**config.mk**
```make
export PLATFORM = sky130hd
export DESIGN_NAME = particle_sensor_frame_parser
export DESIGN_NICKNAME = d
export VERILOG_FILES = /design/src/hw/rtl/psfp_pkg.sv /design/src/hw/rtl/psfp_ram.sv /design/src/hw/rtl/particle_sensor_frame_parser.sv
export VERILOG_INCLUDE_DIRS = /design/src /design/src/hw/rtl
export SDC_FILE = /design/constraint.sdc
export NUM_CORES = 1
export LEC_CHECK = 0
export BUFFER_PORTS_ARGS = -buffer_cell sky130_fd_sc_hd__buf_4
export CAP_MARGIN = 15
export CORE_MARGIN = 2
export CORE_UTILIZATION = 60
export DETAILED_ROUTE_END_ITERATION = 10
export PLACE_DENSITY = 0.78
export SLEW_MARGIN = 20
export SYNTH_ARGS = -nofsm -noshare
export SYNTH_HDL_FRONTEND = slang
export SYNTH_SLANG_ARGS = --single-unit
```
**constraint.sdc**
```tcl
create_clock -name clk -period 5.6 [get_ports clk]
set_clock_uncertainty 0.05 [all_clocks]
set_input_delay 0 -clock clk [delete_from_list [all_inputs] [get_ports clk]]
set_output_delay 0 -clock clk [all_outputs]
set_load 0.05 [all_outputs]
```
**src/hw/rtl/particle_sensor_frame_parser_defines.svh**
```systemverilog
// ---------------------------------------------------------------------------
// Particle sensor frame parser: assertion macros
// Small wrappers around concurrent assertions clocked on clk and disabled
// while rst is high. Defining NO_ASSERTIONS removes them all.
// ---------------------------------------------------------------------------
`ifndef PARTICLE_SENSOR_FRAME_PARSER_DEFINES_SVH
`define PARTICLE_SENSOR_FRAME_PARSER_DEFINES_SVH

`ifndef NO_ASSERTIONS

// The property must hold in the same cycle as the condition.
`define PSFP_ASSERT_SAME(label, cond, prop) \
  label: assert property (@(posedge clk) disable iff (rst) (cond) |-> (prop)) \
    else $error("particle sensor frame parser: same-cycle check failed");

// The property must hold in the cycle after the condition.
`define PSFP_ASSERT_NEXT(label, cond, prop) \
  label: assert property (@(posedge clk) disable iff (rst) (cond) |=> (prop)) \
    else $error("particle sensor frame parser: next-cycle check failed");

`else

`define PSFP_ASSERT_SAME(label, cond, prop)
`define PSFP_ASSERT_NEXT(label, cond, prop)

`endif

`endif

```
**src/hw/rtl/psfp_pkg.sv**
```systemverilog
// ---------------------------------------------------------------------------
// Particle sensor frame parser package
// Shared types and fixed constants of the frame parser.
// ---------------------------------------------------------------------------
`default_nettype none

package psfp_pkg;

  // Byte that opens every frame.
  localparam logic [7:0] START_BYTE = 8'h42;

  // At most this many data words are sent for one frame.
  localparam int MAX_WORDS = 14;

  // Width of the word index on the result channel.
  localparam int INDEX_W = 4;

  typedef enum logic [2:0] {
    ST_HUNT,
    ST_FRAME,
    ST_READ_HI,
    ST_READ_LO,
    ST_LOAD
  } psfp_state_t;

endpackage

`default_nettype wire

```
**src/hw/rtl/psfp_ram.sv**
```systemverilog
// ---------------------------------------------------------------------------
// Generic single-port-write, single-port-read RAM
// One write and one read per cycle; the read data is registered and holds
// its value in cycles without a read.
// ---------------------------------------------------------------------------
`default_nettype none

module psfp_ram #(
  parameter int WIDTH  = 8,
  parameter int DEPTH  = 32,
  parameter int ADDR_W = $clog2(DEPTH)
) (
  input  wire logic              clk,
  input  wire logic              wr_en,
  input  wire logic [ADDR_W-1:0] wr_addr,
  input  wire logic [WIDTH-1:0]  wr_data,
  input  wire logic              rd_en,
  input  wire logic [ADDR_W-1:0] rd_addr,
  output      logic [WIDTH-1:0]  rd_data
);

  logic [WIDTH-1:0] mem [DEPTH];

  always_ff @(posedge clk) begin
    if (wr_en) begin
      mem[wr_addr] <= wr_data;
    end
    if (rd_en) begin
      rd_data <= mem[rd_addr];
    end
  end

endmodule

`default_nettype wire

```
**src/hw/rtl/particle_sensor_frame_parser.sv**
```systemverilog
// ---------------------------------------------------------------------------
// Particle sensor frame parser
// Hunts for the start byte in a serial byte stream, stores one frame in a
// small RAM while summing it, and then sends the frame's data words.
// ---------------------------------------------------------------------------
//
//   Channel  Direction  Handshake              Payload
//   input    in         in_valid / in_stall    rx_byte
//   result   out        out_valid / out_stall  word_index, word_value,
//                                              checksum_ok, last_word
//
// A frame of FRAME_BYTES bytes needs FRAME_BYTES input transactions. After
// the final byte the block reads the stored frame back through the single
// RAM read port, two reads per word, high byte then low byte, and loads each
// word into the output register once that register is free; a stalled
// receiver holds the read-out. The input is stalled while the words are
// being read out. Reset is synchronous and returns the block to hunting;
// the RAM needs no clearing.
// ---------------------------------------------------------------------------
`default_nettype none

`include "particle_sensor_frame_parser_defines.svh"

module particle_sensor_frame_parser
  import psfp_pkg::*;
#(
  parameter int FRAME_BYTES = 32
) (
  input  wire logic               clk,
  input  wire logic               rst,
  // Byte input
  input  wire logic               in_valid,
  output      logic               in_stall,
  input  wire logic [7:0]         rx_byte,
  // Word results
  output      logic               out_valid,
  input  wire logic               out_stall,
  output      logic [INDEX_W-1:0] word_index,
  output      logic [15:0]        word_value,
  output      logic               checksum_ok,
  output      logic               last_word
);

  // Address width of the frame store; FRAME_BYTES - 1 is the largest count
  // held between bytes, so the count shares this width.
  localparam int AW        = $clog2(FRAME_BYTES);
  localparam int RAW_WORDS = (FRAME_BYTES - 4) / 2;
  localparam int NWORDS    = (RAW_WORDS > MAX_WORDS) ? MAX_WORDS : RAW_WORDS;

  localparam logic [AW-1:0]      IDX_CHK_HI = AW'(FRAME_BYTES - 2);
  localparam logic [AW-1:0]      IDX_LAST   = AW'(FRAME_BYTES - 1);
  localparam logic [INDEX_W-1:0] LAST_WORD  = INDEX_W'(NWORDS - 1);

  psfp_state_t        state;
  psfp_state_t        state_next;

  logic [AW-1:0]      byte_count;
  logic [15:0]        running_sum;
  logic [7:0]         chk_hi;
  logic               sum_ok;
  logic [INDEX_W-1:0] word_cnt;
  logic [7:0]         hi_byte;

  logic               in_fire;
  logic               out_fire;
  logic               load_ok;
  logic               is_last;
  logic [4:0]         pair_addr;

  logic               wr_en;
  logic [AW-1:0]      wr_addr;
  logic               rd_en;
  logic [AW-1:0]      rd_addr;
  logic [7:0]         rd_data;

  // The input is only open while hunting or collecting. Reads of the frame
  // store therefore never meet a write, and no forwarding is needed.
  assign in_stall = !(state inside {ST_HUNT, ST_FRAME});
  assign in_fire  = in_valid && !in_stall;
  assign out_fire = out_valid && !out_stall;

  // The output register can take a new word when it is empty or its current
  // word leaves in this cycle.
  assign load_ok  = !out_valid || !out_stall;
  assign is_last  = (word_cnt == LAST_WORD);

  // Word k sits in frame bytes 2+2k (high) and 3+2k (low).
  assign pair_addr = {word_cnt, 1'b0} + 5'd2;

  psfp_ram #(
    .WIDTH (8),
    .DEPTH (FRAME_BYTES)
  ) u_frame_store (
    .clk     (clk),
    .wr_en   (wr_en),
    .wr_addr (wr_addr),
    .wr_data (rx_byte),
    .rd_en   (rd_en),
    .rd_addr (rd_addr),
    .rd_data (rd_data)
  );

  always_ff @(posedge clk) begin
    if (rst) begin
      state <= ST_HUNT;
    end else begin
      state <= state_next;
    end
  end

  // Next state and the frame store controls.
  always_comb begin
    state_next = state;
    wr_en      = 1'b0;
    wr_addr    = byte_count;
    rd_en      = 1'b0;
    rd_addr    = AW'(pair_addr);
    case (state)
      ST_HUNT: begin
        // Anything but the start byte is dropped without a trace.
        if (in_fire && (rx_byte == START_BYTE)) begin
          wr_en      = 1'b1;
          wr_addr    = '0;
          state_next = ST_FRAME;
        end
      end
      ST_FRAME: begin
        // The second header byte is not checked; every byte is frame data.
        if (in_fire) begin
          wr_en = 1'b1;
          if (byte_count == IDX_LAST) begin
            state_next = ST_READ_HI;
          end
        end
      end
      ST_READ_HI: begin
        rd_en      = 1'b1;
        rd_addr    = AW'(pair_addr);
        state_next = ST_READ_LO;
      end
      ST_READ_LO: begin
        rd_en      = 1'b1;
        rd_addr    = AW'({pair_addr[4:1], 1'b1});
        state_next = ST_LOAD;
      end
      ST_LOAD: begin
        if (load_ok) begin
          state_next = is_last ? ST_HUNT : ST_READ_HI;
        end
      end
      default: begin
        state_next = ST_HUNT;
      end
    endcase
  end

  // Frame counters and the output valid flag.
  always_ff @(posedge clk) begin
    if (rst) begin
      byte_count  <= '0;
      running_sum <= '0;
      word_cnt    <= '0;
      out_valid   <= 1'b0;
    end else begin
      if ((state == ST_HUNT) && in_fire && (rx_byte == START_BYTE)) begin
        byte_count  <= AW'(1);
        running_sum <= {8'h00, rx_byte};
      end
      if ((state == ST_FRAME) && in_fire) begin
        if (byte_count == IDX_LAST) begin
          // Frame complete: clear for the next one and start the read-out.
          byte_count  <= '0;
          running_sum <= '0;
          word_cnt    <= '0;
        end else begin
          byte_count <= byte_count + AW'(1);
          if (byte_count < IDX_CHK_HI) begin
            running_sum <= running_sum + {8'h00, rx_byte};
          end
        end
      end
      // A new word replaces the one leaving in the same cycle.
      if ((state == ST_LOAD) && load_ok) begin
        out_valid <= 1'b1;
        word_cnt  <= word_cnt + INDEX_W'(1);
      end else if (out_fire) begin
        out_valid <= 1'b0;
      end
    end
  end

  // Checksum capture and the result payload.
  always_ff @(posedge clk) begin
    if ((state == ST_FRAME) && in_fire) begin
      if (byte_count == IDX_CHK_HI) begin
        chk_hi <= rx_byte;
      end
      if (byte_count == IDX_LAST) begin
        // The running sum covers every byte before the checksum word here.
        sum_ok <= (running_sum == {chk_hi, rx_byte});
      end
    end
    if (state == ST_READ_LO) begin
      hi_byte <= rd_data;
    end
    if ((state == ST_LOAD) && load_ok) begin
      word_index  <= word_cnt;
      word_value  <= {hi_byte, rd_data};
      checksum_ok <= sum_ok;
      last_word   <= is_last;
    end
  end

  // The input must be held off while the frame store is being read out.
  `PSFP_ASSERT_SAME(a_stall_during_readout,
                    (state == ST_READ_HI) || (state == ST_READ_LO) || (state == ST_LOAD),
                    in_stall)

  // The final byte of a frame starts the read-out from the first word.
  `PSFP_ASSERT_NEXT(a_frame_end_starts_readout,
                    (state == ST_FRAME) && in_fire && (byte_count == IDX_LAST),
                    (state == ST_READ_HI) && (word_cnt == '0))

  // The last marker only ever travels with the final word index.
  `PSFP_ASSERT_SAME(a_last_word_index,
                    out_valid && last_word,
                    word_index == LAST_WORD)

endmodule

`default_nettype wire

```
==> flow_summary.toml, run 1 <==
[critical_path]
arrival_ps = 4060
slowest_stage = "nor2b_1"
critical_path.endpoint_type = "flop"
path_buf_inv = 1
worst-setup-path-type = "flop to flop"
critical_path.cell_chain = "nor2b_1, and2_4, buf_4, mux4_2, mux4_2, mux2_2"
worstPathRequired_ps = 5810
cp_top_family = "multiplexers"
crit_path_max_fanout = 22
crit_path_frequent_cell = "mux4_2"
slowest_delay_ps = 790
cp-start-kind = "flop"

[route]
drt_drc_violations_left = 0
postRouteWirelength_um = 29200
ant_nets = 0
drt_first_pass_iters = 5
wl_per_cell_um = 27.7
post_drt_via_cell_ratio = 6.66
vias_after_detailed_routing = 7024
drt_iter0_markers = 845

[grt]
grt_overflow_total = 0
grtUsageTotal_pct = 25.6
grt_first_pass_wirelength_um = 43900
grt_start_max_net_pins = 70
grt_pass1_vias = 7127
number_of_antenna_violations_at_the_first_check_in_global_routing = 0

[pwr]
max_rail_drop_vdd_uv = 242
p_per_area_nw_per_um2 = 333
design_power_total_uw = 4960
p_leak_uw = 0.00471

[die]
die_height_um = 152
placeableCoreArea_um2 = 21700
ioPinCount = 36
design.die.area_um2 = 23100
die-width_um = 152
initial_utilization_pct = 60.6
placementRows = 54

[synth]
synth_most_common_cell = "edfxtp_1"
seq_area_frac_synth_pct = 73.6
synth_area_leader_cell = "edfxtp_1"
ys_types = 49
synthCells = 691
synth_largest_type_area_fraction_pct = 69.2
synth-edff-count = 303
dominantRegCellSynth = "edfxtp_1"
synthesis.area_um2 = 13200
post_synth_main_area_contributors = "edfxtp_1 (69%), mux4_2 (14%), dfxtp_1 (4.4%)"
syn-num-nets = 717
ys_ff_latch = 332
async_flop_share_pct = 0
synth.yosys.warnings = 0
synth.avg_cell_area_um2 = 19.0
synth.cells.most_frequent = "edfxtp_1 (303), mux4_2 (80), nor2_1 (61), dfxtp_1 (29), nand2_1 (24)"

[final_layout]
antenna_cells = 0
final_layout_size_suffix_gt1_share_pct = 23.5
synthToLayoutAreaGrowth_pct = 13.2
design.final.nets = 780
layout.cell_area.non_filler_um2 = 14900

[timing]
worst_pin_slew_ps = 1080
setup_tns_ps = 0
final.min_clock_period_ps = 3860
rsz0062_at_grt = "false"
hold_viol_final = 0
fmaxAchievable_mhz = 259
finalSetupViolCount = 0
slew_violations = 0
finalCritPeriodShare_pct = 68.9
slew_headroom_pct = 27.5

[clocking]
post_cts_resized = 0
cts_root_buffer = "clkbuf_16"
post_cts_hold_buffer_count = 12
tritoncts = "built"
cts-htree-levels = 2
clk_path_buf_depth = 3
cts.repair_timing.setup_buffer_count = 0
clk_pin_slew_worst_paths_ps = 60
cts-buffers-inserted = 35
cts_sinks = 332
worst_skew_pair.late_latency_ps = 510

[place]
gpl.final_weighted_congestion = 0.803
port_buffers = 35
detailed_place.area_um2 = 13700
hpwl_um = 17200

[min_path]
timing.hold.worst.class = "primary input to flop"

[status]
outcome = "finished, final reports clean"

[job]
maxCapViolCount = 0
[flip-flops by register name, indices dropped and copies added, names as in the netlist]
signal / flops
out_valid: 1
sum_ok: 1
u_frame_store.rd_data: 8
last_word: 1
word_value: 16
state: 3
checksum_ok: 1
hi_byte: 8
chk_hi: 8
word_index: 4
u_frame_store.mem: 256
word_cnt: 4
byte_count: 5
running_sum: 16
[metal layers]
layer	GRT usage, %	up-vias	wire length, µm
met4	8.23	0	792
met3	6.08	68	2700
met5	0	-	0
met2	40.3	428	14100
met1	36.3	3594	11600
li1	-	2934	-
[worst paths after layout]
| path | startpoint | end | slack, ps | cells past startpoint |
|---|---|---|---|---|
| setup / recovery | state[1] | u_frame_store.rd_data[5] | 1740 | 6 |
| hold / removal | rst | running_sum[0] | 360 | 3 |
| setup reg to reg | state[1] | u_frame_store.rd_data[5] | 1740 | 6 |
| hold reg to reg | hi_byte[4] | word_value[12] | 370 | 0 |
[cells in the final DEF (no fill, tap or decap), types with 7 or more instances in the layout]
| cell type | netlist | routed |
|---|---|---|
| dlygate4sd3_1 | 0 | 12 |
| clkbuf_16 | 0 | 37 |
| dfxtp_1 | 29 | 28 |
| clkbuf_1 | 17 | 9 |
| mux2_2 | 8 | 8 |
| o21ai_0 | 15 | 15 |
| a21oi_1 | 20 | 20 |
| nand3_1 | 14 | 14 |
| nor2_1 | 61 | 61 |
| mux4_2 | 80 | 80 |
| xor2_1 | 8 | 7 |
| xnor2_1 | 8 | 7 |
| nand2_1 | 24 | 24 |
| ha_1 | 13 | 13 |
| edfxtp_1 | 303 | 303 |
| buf_4 | 0 | 39 |
[kinds of logic (layout without fill, tap and decap cells)]
logic type	count (synthesis)	after routing	share of synthesized area [%]
DFF	332	332	73.6
and+or+nand+nor	145	145	5.28
muxes	89	89	14.5
AOI/OAI and AO/OA	63	63	2.97
buffers and inverters	32	116	1.23
xor gates and xnor gates	16	16	1.07
adders and majority gates	14	14	1.39
[cell type report]
class / instances / area (µm²)
Clock inverter: 11 / 105
Multi-Input combinational cell: 327 / 3330
Sequential cell: 332 / 9680
Fill cell: 1301 / 6800
Inverter: 6 / 22.5
Tap cell: 280 / 350
Clock buffer: 47 / 973
Timing Repair Buffer: 52 / 433
[tightest hold or removal path, stage by stage]
cell           delay, ps
dlygate4sd3_1        540
buf_4                220
nor2_1               120
[per-stage QoR]
| step | util, % | hold slack [ps] | instances | setup slack [ps] |
|---|---|---|---|---|
| final | 68.7 | 364 | 1055 | 1740 |
| after global routing | 68.7 | 367 | 1055 | 1560 |
| after detailed placement | 63.1 | 302 | 985 | 1770 |
| after floorplan | - | 39.7 | 691 | 2510 |
| after CTS | 68.7 | 348 | 1055 | 1750 |
| after global placement | 63.1 | 286 | 985 | 1830 |
[power breakdown]
group          internal, µW  switching, µW
registers              2700          0.174
logic                  15.5           48.1
clock network          1310            893
No activity file was read; power rests on OpenSTA's default activity.
==> run 2, diff against run 1 <==
==> constraint.sdc (replaced) <==
create_clock -name clk -period 3.67 [get_ports clk]
set_clock_uncertainty 0.05 [all_clocks]
set_input_delay 0 -clock clk [delete_from_list [all_inputs] [get_ports clk]]
set_output_delay 0 -clock clk [all_outputs]
set_load 0.05 [all_outputs]
==> run 2 against run 1 <==
  * Non-clock buffer count grew 21
  * Via count rose by 1.1%
  * Flip-flop and latch count is the same
  * Sequential share of layout area is 0.61 points lower
  * Largest cell class unchanged
==> flow_summary.toml, run 2 (synthesized netlist as in run 1, its figures left out) <==
[critical_path]
critical_path.cell_chain = "nor2b_1, and2_4, buf_12, mux4_2, mux4_2, mux2_2"
crit_start = "state[1]"
critical_path.endpoint_type = "flop"
crit_path_frequent_cell = "mux4_2"
crit_path_max_fanout = 41
worst-setup-path-type = "flop to flop"
cp-start-kind = "flop"
worstReg2RegStart = "state[1]"
slowest_stage = "mux4_2"
arrival_ps = 3160
worst_r2r_path_depth = 6
slowest_delay_ps = 580
worstPathRequired_ps = 3870

[route]
ant_nets = 0
post_drt_via_cell_ratio = 6.59
drt_first_pass_iters = 5
drt_iter0_markers = 901
vias_after_detailed_routing = 7098
wl_per_cell_um = 26.9
drt_drc_violations_left = 0
postRouteWirelength_um = 29000

[place]
port_buffers = 35
hpwl_um = 17500
placement.setup.worst_slack_ps = 784
number_of_instances_in_the_placed_design = 1006
gpl.final_weighted_congestion = 0.870

[min_path]
min_path_cells = 3
timing.hold.worst.class = "primary input to flop"
hold_path_startpoint = "rst"

[grt]
grtUsageTotal_pct = 25.3
number_of_antenna_violations_at_the_first_check_in_global_routing = 0
grt_start_max_net_pins = 70
grt_first_pass_wirelength_um = 43000
grt_pass1_vias = 6936
grt_overflow_total = 0

[timing]
slew_violations = 0
slew_headroom_pct = 25.3
finalCritPeriodShare_pct = 80.4
final.min_clock_period_ps = 2950
hold_viol_final = 0
finalSetupViolCount = 0
worst_pin_slew_ps = 1120
fmaxAchievable_mhz = 339
fin_ws_ps = 718
rsz0062_at_grt = "false"
setup_tns_ps = 0

[clocking]
clk_pin_slew_worst_paths_ps = 60
worst_skew_pair.late_latency_ps = 510
cts-buffers-inserted = 34
cts-htree-levels = 2
clk_path_buf_depth = 3
cts_sinks = 332
tritoncts = "built"
cts_root_buffer = "clkbuf_16"

[status]
outcome = "finished, final reports clean"

[final_layout]
multi_input_comb_area_um2 = 3330
layout_commonest_cell = "edfxtp_1"
reg.largest.list = "u_frame_store.mem (256), running_sum (16), word_value (16)"
final_layout_size_suffix_gt1_share_pct = 25.5
synthToLayoutAreaGrowth_pct = 14.3
flip_flop_count_of_the_largest_register_after_layout = 256
seq_area_um2 = 9680
antenna_cells = 0
design.final.nets = 800
final_core_utilization_pct = 69.3
layout.cells.non_filler = 1077
largest-register = "u_frame_store.mem"
fillerInstances = 1330
most_frequent_cells_in_the_layout = "edfxtp_1 (303), mux4_2 (80), nor2_1 (60), buf_4 (58), clkbuf_16 (35)"

[job]
maxCapViolCount = 0

[pwr]
p_leak_uw = 0.00480
p_per_area_nw_per_um2 = 494
max_rail_drop_vdd_uv = 387

[die]
placementRows = 54
ioPinCount = 36
initial_utilization_pct = 60.6
design.die.area_um2 = 23100
die_height_um = 152
placeableCoreArea_um2 = 21700
die-width_um = 152
run 2: layout make-up:
| class | count | share of cell area [%] |
|---|---|---|
| well taps | 280 | 2.33 |
| inverters | 6 | 0.150 |
| clock buffers | 41 | 5.98 |
| repair buffers | 73 | 4.09 |
| clock inverters | 18 | 0.907 |
| flip-flops and latches | 332 | 64.4 |
| multi-input cells | 327 | 22.1 |
run 2: routing by layer:
metal | track usage (%) | up-vias | wire length, µm
li1 | - | 2974 | -
met5 | 0 | - | 0
met4 | 6.36 | 0 | 560
met1 | 36.2 | 3655 | 11300
met2 | 42.1 | 419 | 14600
met3 | 3.62 | 50 | 2500
run 2: final timing paths:
| check | endpoint | slack [ps] |
|---|---|---|
| worst max-delay path | u_frame_store.rd_data[3] | 720 |
| worst min-delay path | running_sum[0] | 350 |
| worst max register to register | u_frame_store.rd_data[3] | 720 |
| worst min register to register | word_value[10] | 370 |
run 2: report_power, final:
part,internal (µW),switching (µW),leakage [µW]
Sequential,4110,0.280,0.00296
Clock,1880,1340,0.000507
Combinational,23.8,71.2,0.00134
run 2: metrics by stage:
step | total power [µW] | cell area [µm²] | hold WS (ps)
after detailed placement | 4280 | 13900 | 303
after global placement | 4270 | 13900 | 297
after global routing | 7620 | 15000 | 377
after floorplan | 4210 | 13200 | 39.7
final | 7430 | 15000 | 354
after CTS | 7470 | 15000 | 348
run 2: what timing repair did:
action	in CTS	in global routing
gates resized for setup	0	0
buffers inserted	0	0
hold endpoints to repair	284	0
hold buffers	12	0
setup endpoints to repair	0	0
run 2: worst max-delay path: cells and delay by family, from the launching register on:
family	cells	cell delay, ps
flops	1	450
buf+inv	1	290
simple gates	2	440
mux	3	1450
==> run 3, diff against run 2 <==
--- a/config.mk
+++ b/config.mk
@@ -6,12 +6,13 @@
 export SDC_FILE = /design/constraint.sdc
 export NUM_CORES = 1
 export LEC_CHECK = 0
+export ABC_AREA = 1
 export BUFFER_PORTS_ARGS = -buffer_cell sky130_fd_sc_hd__buf_4
 export CAP_MARGIN = 15
 export CORE_MARGIN = 2
-export CORE_UTILIZATION = 60
+export CORE_UTILIZATION = 56
 export DETAILED_ROUTE_END_ITERATION = 10
-export PLACE_DENSITY = 0.78
+export PLACE_DENSITY = 0.76
 export SLEW_MARGIN = 20
 export SYNTH_ARGS = -nofsm -noshare
 export SYNTH_HDL_FRONTEND = slang
==> constraint.sdc (replaced) <==
create_clock -name clk -period 2.6 [get_ports clk]
set_clock_uncertainty 0.05 [all_clocks]
set_input_delay 0 -clock clk [delete_from_list [all_inputs] [get_ports clk]]
set_output_delay 0 -clock clk [all_outputs]
set_load 0.05 [all_outputs]
==> run 3 against run 2 <==
  * Largest power group unchanged
  * Register-to-register slack worse by 600 ps
  * Sequential power is 41% higher
  * Critical path depth stayed put
  * Sequential share of layout area is 5.6 points lower
==> flow_summary.toml, run 3 <==
[critical_path]
arrival_ps = 2590
worstPathRequired_ps = 2710
critical_path.endpoint_type = "flop"
crit_path_max_fanout = 18
crit_start = "state[0]"
cp-start-kind = "flop"
worst-setup-path-type = "flop to flop"
worstReg2RegStart = "state[0]"

[clocking]
clk_pin_slew_worst_paths_ps = 60
cts_sinks = 332
cts_root_buffer = "clkbuf_16"
cts.repair_timing.setup_buffer_count = 0
cts-htree-levels = 2
worst_skew_pair.late_latency_ps = 520
clk_path_buf_depth = 3
cts-buffers-inserted = 35
tritoncts = "built"
post_cts_resized = 0

[pwr]
p_per_area_nw_per_um2 = 661
max_rail_drop_vdd_uv = 468
p_leak_uw = 0.00648

[timing]
fin_ws_ps = 114
hold-worst-slack_ps = 22.3
slew_headroom_pct = 55.5
rsz0062_at_grt = "true"
final.min_clock_period_ps = 2490
fmaxAchievable_mhz = 402
worst_pin_slew_ps = 665
finalCritPeriodShare_pct = 95.6
slew_violations = 0
finalSetupViolCount = 0
hold_viol_final = 0

[final_layout]
layout.cell_area.non_filler_um2 = 16500
largest-register = "u_frame_store.mem"
flip_flop_count_of_the_largest_register_after_layout = 256
layout_commonest_cell = "nand2_1"
reg.largest.list = "u_frame_store.mem (256), running_sum (16), word_value (16)"
final_layout_size_suffix_gt1_share_pct = 11.2
final_core_utilization_pct = 65.4
most_frequent_cells_in_the_layout = "nand2_1 (487), edfxtp_1 (303), nand3_1 (142), inv_1 (115), buf_4 (94)"
layout.cells.non_filler = 1809
synthToLayoutAreaGrowth_pct = 14.7
design.final.nets = 1478
antenna_cells = 0

[place]
gpl.final_weighted_congestion = 0.866
detailed_place.area_um2 = 15300
number_of_instances_in_the_placed_design = 1738
hpwl_um = 21300
placement.setup.worst_slack_ps = 165
port_buffers = 35

[die]
die-width_um = 164
placementRows = 58
ioPinCount = 36
placeableCoreArea_um2 = 25200
die_height_um = 164
initial_utilization_pct = 57.0
design.die.area_um2 = 26900

[synth]
synth_compound_area_share_pct = 4.36
synth.avg_cell_area_um2 = 10.5
synthesis.area_um2 = 14300
synth_top_family_by_area = "simple AND/OR/NAND/NOR gates"
synth_most_common_cell = "nand2_1"
synth.cells.most_frequent = "nand2_1 (487), edfxtp_1 (303), nand3_1 (143), inv_1 (115), nor2_1 (80)"
synth.yosys.warnings = 0
ys_ff_latch = 332
synth-edff-count = 303
synth_area_leader_cell = "edfxtp_1"
post_synth_main_area_contributors = "edfxtp_1 (63%), nand2_1 (13%), nand3_1 (5.0%)"
seq_area_frac_synth_pct = 67.5
dominantRegCellSynth = "edfxtp_1"
syn-num-nets = 1396
synth_largest_type_area_fraction_pct = 63.4
async_flop_share_pct = 0
synth_simple_gate_area_share_pct = 21.1
ys_types = 39
synthAdderAreaFrac_pct = 1.27
yosys.area_share.xor_xnor_pct = 0.602
synthCells = 1370
post_synth_mux_area_share_pct = 0

[min_path]
timing.hold.worst.class = "primary input to flop"
hold_path_startpoint = "rx_byte[3]"

[grt]
grt_first_pass_wirelength_um = 52900
grt_pass1_vias = 9833
grt_overflow_total = 0
grtUsageTotal_pct = 25.9
number_of_antenna_violations_at_the_first_check_in_global_routing = 0
grt_start_max_net_pins = 107

[route]
post_drt_via_cell_ratio = 5.54
vias_after_detailed_routing = 10000
drt_first_pass_iters = 8
wl_per_cell_um = 18.7
ant_nets = 0
postRouteWirelength_um = 33900
drt_iter0_markers = 914
drt_drc_violations_left = 0

[job]
maxCapViolCount = 0

[status]
outcome = "finished, final reports clean"
run 3: routing by layer:
metal  vias to the layer above  track usage, %  wire, µm
met4                         0            10.9      1280
met1                      4664            34.0     13600
met2                       462            43.4     16500
met5                         -               0         0
met3                        98            3.59      2440
li1                       4791               -         -
run 3: cell type report:
class,instances,area (µm²)
tap,330,413
sequential,332,9680
timing repair buffer,104,836
clock inverter,20,195
fill,1848,8720
clock buffer,44,941
multi-input combinational,859,3950
inverter,120,450
run 3: worst max-delay path: stages, from the launching register on:
cell     delay, ps
dfxtp_1        460
nor2_1         110
nand2_1         90
inv_1           80
nand3_2        290
nand4_1        400
nor2_1         650
run 3: power by group:
part / leakage [µW] / switching, µW / internal (µW) / total [µW]
logic: 0.00298 / 129 / 37.2 / 167
registers: 0.00295 / 0.385 / 5810 / 5810
clock network: 0.000550 / 2020 / 2880 / 4910
run 3: kinds of logic (layout without fill, tap and decap cells):
logic type / Yosys count / count (layout)
simple gates: 737 / 737
flops: 332 / 332
compound gates: 99 / 99
fa+ha+maj: 14 / 14
xor+xnor: 9 / 9
buf+inv: 179 / 288
run 3: what timing repair did:
| item | CTS | global route |
|---|---|---|
| endpoints found under the setup margin | 0 | 16 |
| hold buffers | 7 | 0 |
| hold endpoints to repair | 33 | 0 |
run 3: worst paths after layout:
| path | endpoint | slack (ps) | cells after the start |
|---|---|---|---|
| max | u_frame_store.mem[29][2] | 110 | 6 |
| min | state[1] | 20 | 8 |
| max reg2reg | u_frame_store.mem[29][2] | 110 | 6 |
| min reg2reg | word_value[15] | 370 | 0 |
run 3: per-stage QoR:
| stage | total power (µW) | TNS, ps |
|---|---|---|
| floorplan | 5950 | 0 |
| global placement | 6080 | 0 |
| detailed placement | 6080 | 0 |
| CTS | 10900 | 0 |
| global route | 11100 | -303 |
| finish | 10900 | 0 |
